**config.mk**
```make
export PLATFORM = sky130hd
export DESIGN_NAME = quoted_command_line_tokenizer_core
export DESIGN_NICKNAME = d
export VERILOG_FILES = /design/src/rtl/core/qclt_pkg.sv /design/src/rtl/core/qclt_scan.sv /design/src/rtl/core/quoted_command_line_tokenizer_core.sv
export SDC_FILE = /design/constraint.sdc
export NUM_CORES = 1
export LEC_CHECK = 0
export BUFFER_PORTS_ARGS = -buffer_cell sky130_fd_sc_hd__buf_2
export CAP_MARGIN = 20
export CORE_MARGIN = 3
export CORE_UTILIZATION = 65
export CTS_CLUSTER_DIAMETER = 150
export DETAILED_ROUTE_END_ITERATION = 16
export PLACE_DENSITY = 0.86
export RECOVER_POWER = 25
export SYNTH_ARGS = -nofsm -noshare
export SYNTH_HDL_FRONTEND = slang
export SYNTH_SLANG_ARGS = --single-unit
```
**constraint.sdc**
```tcl
create_clock -name i_clk -period 9.07 [get_ports i_clk]
set_input_delay 0.4535 -clock i_clk [delete_from_list [all_inputs] [get_ports i_clk]]
set_output_delay 0.4535 -clock i_clk [all_outputs]
set_load 0.05 [all_outputs]
```
**src/rtl/core/qclt_pkg.sv**
```systemverilog
// ============================================================================
// qclt_pkg: shared types and constants for the command line tokenizer
// Event codes, scan modes, the result word layout and the saturation limits.
// ============================================================================
package qclt_pkg;

    // Line and token limits; counters saturate at these values.
    localparam int MAX_LINE   = 1024;
    localparam int MAX_TOKENS = 255;

    // Saturation caps as seen on the result fields.
    localparam int POS_CAP_I = (MAX_LINE > 2047) ? 2047 : MAX_LINE;
    localparam int TOK_CAP_I = (MAX_TOKENS > 255) ? 255 : MAX_TOKENS;
    localparam logic [10:0] POS_CAP = POS_CAP_I[10:0];
    localparam logic [7:0]  TOK_CAP = TOK_CAP_I[7:0];

    // Byte codes that steer the scanner.
    localparam logic [7:0] CH_SPACE = 8'h20;
    localparam logic [7:0] CH_CR    = 8'h0D;
    localparam logic [7:0] CH_LF    = 8'h0A;
    localparam logic [7:0] CH_QUOTE = 8'h22;

    // Scanner modes.
    typedef enum logic [2:0] {
        MODE_BETWEEN    = 3'd0,
        MODE_PLAIN      = 3'd1,
        MODE_QUOTED     = 3'd2,
        MODE_QUOTE_SEEN = 3'd3,
        MODE_SKIP       = 3'd4
    } t_mode;

    // Event kinds carried by a result word.
    typedef enum logic [2:0] {
        EV_BYTE  = 3'd0,
        EV_END   = 3'd1,
        EV_OK    = 3'd2,
        EV_ILL   = 3'd3,
        EV_NOCMD = 3'd4
    } t_event;

    // One result word.
    typedef struct packed {
        t_event      kind;
        logic [7:0]  ch;
        logic [10:0] pos;
        logic [7:0]  tok;
        logic        last;
    } t_result;

    // All results caused by one input byte, in order, and how many there are.
    typedef struct packed {
        logic [1:0]        count;
        t_result [2:0]     res;
    } t_burst;

    // Build a result word; the last flag is set later by the caller.
    function automatic t_result make_result(t_event kind, logic [7:0] ch,
                                            logic [10:0] pos, logic [7:0] tok);
        t_result r;
        r.kind = kind;
        r.ch   = ch;
        r.pos  = pos;
        r.tok  = tok;
        r.last = 1'b0;
        return r;
    endfunction

    // Token counter increment that sticks at its cap.
    function automatic logic [7:0] tok_inc(logic [7:0] t);
        return (t < TOK_CAP) ? t + 8'd1 : t;
    endfunction

endpackage

```
**src/rtl/core/qclt_scan.sv**
```systemverilog
// ============================================================================
// qclt_scan: scanner state and per-byte decode
// Holds the scan mode, byte position and token count, and turns one byte into
// the ordered list of up to three result words that it causes.
// ============================================================================
module qclt_scan import qclt_pkg::*; (
    input  logic       i_clk,
    input  logic       i_rst_n,
    input  logic       i_load,
    input  logic [7:0] i_byte,
    input  logic       i_eol,
    output t_burst     o_burst
);

    t_mode       r_mode, n_mode;
    logic [10:0] r_pos, n_pos;
    logic [7:0]  r_tok, n_tok;

    logic        sep;
    logic        quote;
    logic [10:0] pos_next;
    logic [1:0]  k;
    t_burst      burst;

    // Classify the byte and precompute the saturating position step.
    assign sep      = (i_byte == CH_SPACE) || (i_byte == CH_CR) || (i_byte == CH_LF);
    assign quote    = (i_byte == CH_QUOTE);
    assign pos_next = (r_pos >= POS_CAP) ? POS_CAP : r_pos + 11'd1;

    // Decode the byte, then the end of line, appending results in order.
    always_comb begin
        n_mode = r_mode;
        n_pos  = r_pos;
        n_tok  = r_tok;
        burst  = '0;
        k      = 2'd0;

        unique case (r_mode)
            MODE_BETWEEN: begin
                if (sep) begin
                    n_mode = MODE_BETWEEN;
                end else if (quote) begin
                    n_mode = MODE_QUOTED;
                end else begin
                    burst.res[k] = make_result(EV_BYTE, i_byte, 11'd0, n_tok);
                    k = k + 2'd1;
                    n_mode = MODE_PLAIN;
                end
            end
            MODE_PLAIN: begin
                if (sep) begin
                    burst.res[k] = make_result(EV_END, 8'd0, 11'd0, n_tok);
                    k = k + 2'd1;
                    n_tok  = tok_inc(n_tok);
                    n_mode = MODE_BETWEEN;
                end else begin
                    burst.res[k] = make_result(EV_BYTE, i_byte, 11'd0, n_tok);
                    k = k + 2'd1;
                end
            end
            MODE_QUOTED: begin
                if (quote) begin
                    n_mode = MODE_QUOTE_SEEN;
                end else begin
                    burst.res[k] = make_result(EV_BYTE, i_byte, 11'd0, n_tok);
                    k = k + 2'd1;
                end
            end
            MODE_QUOTE_SEEN: begin
                if (quote) begin
                    // A doubled quote stands for one literal quote.
                    burst.res[k] = make_result(EV_BYTE, CH_QUOTE, 11'd0, n_tok);
                    k = k + 2'd1;
                    n_mode = MODE_QUOTED;
                end else if (sep) begin
                    burst.res[k] = make_result(EV_END, 8'd0, 11'd0, n_tok);
                    k = k + 2'd1;
                    n_tok  = tok_inc(n_tok);
                    n_mode = MODE_BETWEEN;
                end else begin
                    burst.res[k] = make_result(EV_ILL, 8'd0, r_pos, n_tok);
                    k = k + 2'd1;
                    n_mode = MODE_SKIP;
                end
            end
            MODE_SKIP: begin
                n_mode = MODE_SKIP;
            end
            default: begin
                n_mode = r_mode;
            end
        endcase

        if (i_eol) begin
            unique case (n_mode)
                MODE_PLAIN, MODE_QUOTE_SEEN: begin
                    burst.res[k] = make_result(EV_END, 8'd0, 11'd0, n_tok);
                    k = k + 2'd1;
                    n_tok = tok_inc(n_tok);
                    burst.res[k] = make_result(EV_OK, 8'd0, 11'd0, n_tok);
                    k = k + 2'd1;
                end
                MODE_BETWEEN: begin
                    burst.res[k] = make_result((n_tok == 8'd0) ? EV_NOCMD : EV_OK,
                                               8'd0, 11'd0, n_tok);
                    k = k + 2'd1;
                end
                MODE_QUOTED: begin
                    // A quote still open at the end reports at the line length.
                    burst.res[k] = make_result(EV_ILL, 8'd0, pos_next, n_tok);
                    k = k + 2'd1;
                end
                default: begin
                    k = k;
                end
            endcase
            n_mode = MODE_BETWEEN;
            n_pos  = 11'd0;
            n_tok  = 8'd0;
        end else begin
            n_pos = pos_next;
        end

        // Mark the final word of this byte's run.
        burst.count = k;
        if (k != 2'd0) begin
            burst.res[k - 2'd1].last = 1'b1;
        end
    end

    assign o_burst = burst;

    // State register, advanced once per decoded byte.
    always_ff @(posedge i_clk) begin
        if (!i_rst_n) begin
            r_mode <= MODE_BETWEEN;
            r_pos  <= 11'd0;
            r_tok  <= 8'd0;
        end else if (i_load) begin
            r_mode <= n_mode;
            r_pos  <= n_pos;
            r_tok  <= n_tok;
        end
    end

    // A count of zero only reaches a no-command event.
    assert property (@(posedge i_clk) disable iff (!i_rst_n)
        (i_load && i_eol && (r_mode == MODE_BETWEEN) && sep && (r_tok == 8'd0))
            |-> (burst.count == 2'd1) && (burst.res[0].kind == EV_NOCMD))
        else $error("separator-only line did not end with no-command");

    // While skipping, no byte produces a result.
    assert property (@(posedge i_clk) disable iff (!i_rst_n)
        (r_mode == MODE_SKIP) |-> (burst.count == 2'd0))
        else $error("skipped byte produced a result");

    // The position never runs past its cap.
    assert property (@(posedge i_clk) disable iff (!i_rst_n)
        r_pos <= POS_CAP)
        else $error("byte position beyond its cap");

endmodule

```
**src/rtl/core/quoted_command_line_tokenizer_core.sv**
```systemverilog
// ============================================================================
// quoted_command_line_tokenizer_core: streaming command line tokenizer
// Takes one byte per word and sustains one byte per cycle while each byte
// yields at most one result and the receiver does not stall; a byte that
// yields two or three results (a line event with a token end or a token byte)
// holds the input until the buffer's last word is taken, since the result
// buffer sends one word a cycle. An input byte passes an input register, then
// the decode into the result buffer. Separators are space, CR and LF; quoted
// tokens use a doubled quote as an escape. After an ill-formed string the rest
// of the line is dropped and the line is closed silently at its end.
// ============================================================================
module quoted_command_line_tokenizer_core import qclt_pkg::*; (
    input  logic        i_clk,
    input  logic        i_rst_n,
    input  logic        i_valid,
    output logic        o_stall,
    input  logic [7:0]  i_byte_in,
    input  logic        i_end_of_line,
    output logic        o_valid,
    input  logic        i_stall,
    output logic [2:0]  o_event_kind,
    output logic [7:0]  o_char_out,
    output logic [10:0] o_position,
    output logic [7:0]  o_token_number,
    output logic        o_last_of_run
);

    logic          r_in_vld;
    logic [7:0]    r_byte;
    logic          r_eol;
    t_result [2:0] r_buf;
    logic [1:0]    r_cnt;

    logic          take;
    logic          load;
    logic          in_acc;
    t_burst        burst;

    // Handshake: the buffer reloads when empty or when its last word leaves.
    assign take    = (r_cnt != 2'd0) && !i_stall;
    assign load    = r_in_vld && ((r_cnt == 2'd0) || ((r_cnt == 2'd1) && take));
    assign o_stall = r_in_vld && !load;
    assign in_acc  = i_valid && !o_stall;

    // Scanner state and decode.
    qclt_scan u_scan (
        .i_clk   (i_clk),
        .i_rst_n (i_rst_n),
        .i_load  (load),
        .i_byte  (r_byte),
        .i_eol   (r_eol),
        .o_burst (burst)
    );

    // Input register.
    always_ff @(posedge i_clk) begin
        if (!i_rst_n) begin
            r_in_vld <= 1'b0;
        end else if (in_acc) begin
            r_in_vld <= 1'b1;
        end else if (load) begin
            r_in_vld <= 1'b0;
        end
    end

    always_ff @(posedge i_clk) begin
        if (in_acc) begin
            r_byte <= i_byte_in;
            r_eol  <= i_end_of_line;
        end
    end

    // Result buffer: word 0 is presented, the rest shift down as it is taken.
    always_ff @(posedge i_clk) begin
        if (!i_rst_n) begin
            r_cnt <= 2'd0;
        end else if (load) begin
            r_cnt <= burst.count;
        end else if (take) begin
            r_cnt <= r_cnt - 2'd1;
        end
    end

    always_ff @(posedge i_clk) begin
        if (load) begin
            r_buf <= burst.res;
        end else if (take) begin
            r_buf[0] <= r_buf[1];
            r_buf[1] <= r_buf[2];
        end
    end

    // Output word.
    assign o_valid        = (r_cnt != 2'd0);
    assign o_event_kind   = r_buf[0].kind;
    assign o_char_out     = r_buf[0].ch;
    assign o_position     = r_buf[0].pos;
    assign o_token_number = r_buf[0].tok;
    assign o_last_of_run  = r_buf[0].last;

    // The last word of a run is the last word held in the buffer.
    assert property (@(posedge i_clk) disable iff (!i_rst_n)
        (o_valid && o_last_of_run) |-> (r_cnt == 2'd1))
        else $error("last-of-run flag with more words buffered");

    assert property (@(posedge i_clk) disable iff (!i_rst_n)
        (r_cnt > 2'd1) |-> !r_buf[0].last)
        else $error("run ended early in the result buffer");

    // Only token bytes carry a character, only errors carry a position.
    assert property (@(posedge i_clk) disable iff (!i_rst_n)
        (o_valid && (o_event_kind != EV_BYTE)) |-> (o_char_out == 8'd0))
        else $error("character on a non-byte event");

    assert property (@(posedge i_clk) disable iff (!i_rst_n)
        (o_valid && (o_event_kind != EV_ILL)) |-> (o_position == 11'd0))
        else $error("position on a non-error event");

endmodule

```
==> metrics <==
placed inst area 0.00550 mm^2; status complete, no violations; antenna cells 0; VDD IR max 115 uV; CTS H-tree depth 3; # fillers roughly 590; largest net degree at the start of global routing 67; Slew Limit Fails 0; min-delay worst type in -> reg; PortBufs 45; hold path cells 1; asr flop ratio synth 0%; critical path type reg -> reg; Setup crit end kind flop; fmax about 260 MHz; initial antenna violation count 0; syn_area_per_cell about 9.7 um^2; Power Density 226 mW/mm^2; cell-internal power 798 uW; sequential standard cell area around 0.0027 mm^2; clock group share of total power about 23%; routed via count between 4k and 5k; CTS tree built; RSZ-0062 raised after global routing no; Tcrit/Tclk final between 40% and 50%; post-route cell area 0.00565 mm^2; endpoints failing hold 0; number of synthesized flops with an enable pin 73; Max transition margin about a third; Initial Util roughly 69%; Layout Cells excl Fill roughly 670; Overflow after GRT 0; worst slew pin tran roughly 1 ns; top_reg_cell synth edfxtp_1; Final ANT Viol Nets 0; Fin Hold WS ~0.25 ns; drt total wl 12,200 um; syn nets between 500 and 600; Distinct cells, synth 72; Yosys reg bits 98; CP startpoint kind flop; max_cap viols 0; area occupied by multi-input gates roughly 0.0023 mm^2; met2 Resource Use GR 42.2%; die height 97.5 um; Reg power frac between 40% and 50%; met3 Use GR under 10%; CTS Buf Count 9; synthesized instance count 560; Ys Warns 0; Core Region approximately 0.0079 mm^2; Switch Pwr 482 uW; leakage approximately 1.9 nW; Final min period around 4 ns; post-synth top area cell edfxtp_1; gr usage total between 20% and 30%; HPWL after DPL approximately 8100 um; Synth top area share a little over 40%; most frequent cell after synthesis edfxtp_1; area of the mapped netlist between 0.005 and 0.006 mm^2; DIE WIDTH roughly 97 um; clock sinks about 100; ranking of synthesized cells by area edfxtp_1 (40%), dfxtp_1 (9.2%), nor2_1 (4.8%), buf_4 (4.1%), a22oi_1 (2.8%); combinational share of power just under 30%; Final TNS setup 0 ns; R2R depth 10; Std-Cell Rows 32; layout cells sized above 1 9.24%; Initial DRC Count between 300 and 400; DR WL/cell ~18 um; Syn-to-layout area delta 3.98%; Worst Skew 0.0111 ns; post-CTS resize count 0; clk buf depth 2; Routability Congestion 0.957; vias in the first global route 4,079; vias per cell between 6 and 7; met1 usage between 30 and 40%; setup repair bufs after CTS 0; Reg clk slew, reported paths roughly 0.09 ns; worst-skew pair later-pin latency 0.37 ns; Switching Share 37.6%; placed instance count about 650; CTS Hold Bufs 0; Final Net Count slightly below 600; gr busiest metal met2; first-pass GRT wire length between 15,000 and 20,000 um; Residual DRC 0; Synth top cells by count edfxtp_1 (73), nor2_1 (70), nand2_1 (35); sequential element share of the synthesized area 49.5%; worst endpoint required time between 9 and 10 ns; Clock Root Buffer clkbuf_8; critical path arrival between 4 and 5 ns; Pre-Repair DR Iteration Count 5; I/O pin total 46; Final setup viols 0; CP max FO 9; Die Area ~0.0095 mm^2
-- through the flow --
step | utilization [%] | setup slack (ns) | total power [mW]
floorplan | - | 4.34 | 0.972
global placement | 69.2 | 5.41 | 1.00
detailed placement | 69.4 | 5.25 | 1.01
CTS | 71.8 | 5.21 | 1.29
global route | 71.3 | 4.69 | 1.34
finish | 71.3 | 5.16 | 1.28
-- worst max-delay path, cell delays in order (launching register included) --
cell and delay [ns]:
edfxtp_1 0.40, nor3_1 0.48, nand3_1 0.37, a21oi_2 0.39, nand2_1 0.19, xnor2_1 0.31
ha_1 0.39, o221ai_1 0.29, nor3b_4 0.46, mux2i_1 0.28, o21ai_1 0.09
-- kinds of logic (layout without fill, tap and decap cells) --
group,Yosys count,in the layout,synth area share (%)
DFF,98,98,49.5
xor gates and xnor gates,14,14,2.26
buffers and inverters,83,86,7.87
AOI/OAI and AO/OA,121,121,15.9
adders and majority gates,7,7,1.61
muxes,9,9,1.77
and+or+nand+nor,228,228,21.1
-- placed cells by master (no fill, tap or decap), types with 5 or more instances in the layout --
| cell | count |
|---|---|
| nor3_1 | 29 |
| and2_1 | 9 |
| ha_1 | 7 |
| xnor2_1 | 7 |
| a221oi_1 | 11 |
| nand3_1 | 19 |
| edfxtp_1 | 73 |
| a22oi_1 | 20 |
| inv_1 | 19 |
| a21oi_1 | 20 |
| nand2_1 | 35 |
| xor2_1 | 7 |
| dfxtp_1 | 25 |
| and3_1 | 7 |
| nor2_1 | 70 |
| a31oi_1 | 8 |
| mux2i_1 | 6 |
| clkbuf_1 | 34 |
| nor2b_1 | 21 |
| buf_2 | 13 |
| o21ai_0 | 23 |
| o31ai_1 | 5 |
| clkbuf_8 | 9 |
| nand4_1 | 5 |
-- path summary, 6_finish.rpt --
kind / start / endpoint / slack (ns)
worst min-delay path: i_byte_in[7] / r_byte[7]$_DFFE_PP_ / 0.25
worst max-delay path: r_byte[4]$_DFFE_PP_ / r_buf[33]$_DFFE_PP_ / 5.16
worst min register to register: r_buf[41]$_SDFFCE_PN0P_ / o_position[1]$_DFFE_PP_ / 0.54
worst max register to register: r_byte[4]$_DFFE_PP_ / r_buf[33]$_DFFE_PP_ / 5.16
-- metal layers --
metal,up-vias,share of wire (%)
li1,2007,-
met1,2003,40
met2,250,48
met3,31,8.6
met4,0,2.8
met5,-,0
-- power groups by stage --
stage	Sequential, mW	Combinational [mW]	Clock (mW)
floorplan	0.632	0.340	0
global placement	0.625	0.376	0
detailed placement	0.629	0.385	0
CTS	0.619	0.386	0.287
global route	0.629	0.397	0.309
finish	0.620	0.373	0.287
-- registers in the layout (all words and copies together) (netlist names) --
name,cells
o_char_out,8
o_event_kind,3
o_last_of_run,1
o_position,11
o_token_number,8
r_buf,33
r_byte,8
r_cnt,2
r_eol,1
r_in_vld,1
u_scan.r_mode,3
u_scan.r_pos,11
u_scan.r_tok,8
-- layout make-up --
type                            count  area share [%]
Sequential cell                    98            47.6
Multi-Input combinational cell    379            41.3
Timing Repair Buffer               50            4.01
Clock buffer                       11            2.32
Tap cell                          102            2.26
Inverter                           20            1.33
Clock inverter                      5            1.11
Power figures use the tool's default switching activity.
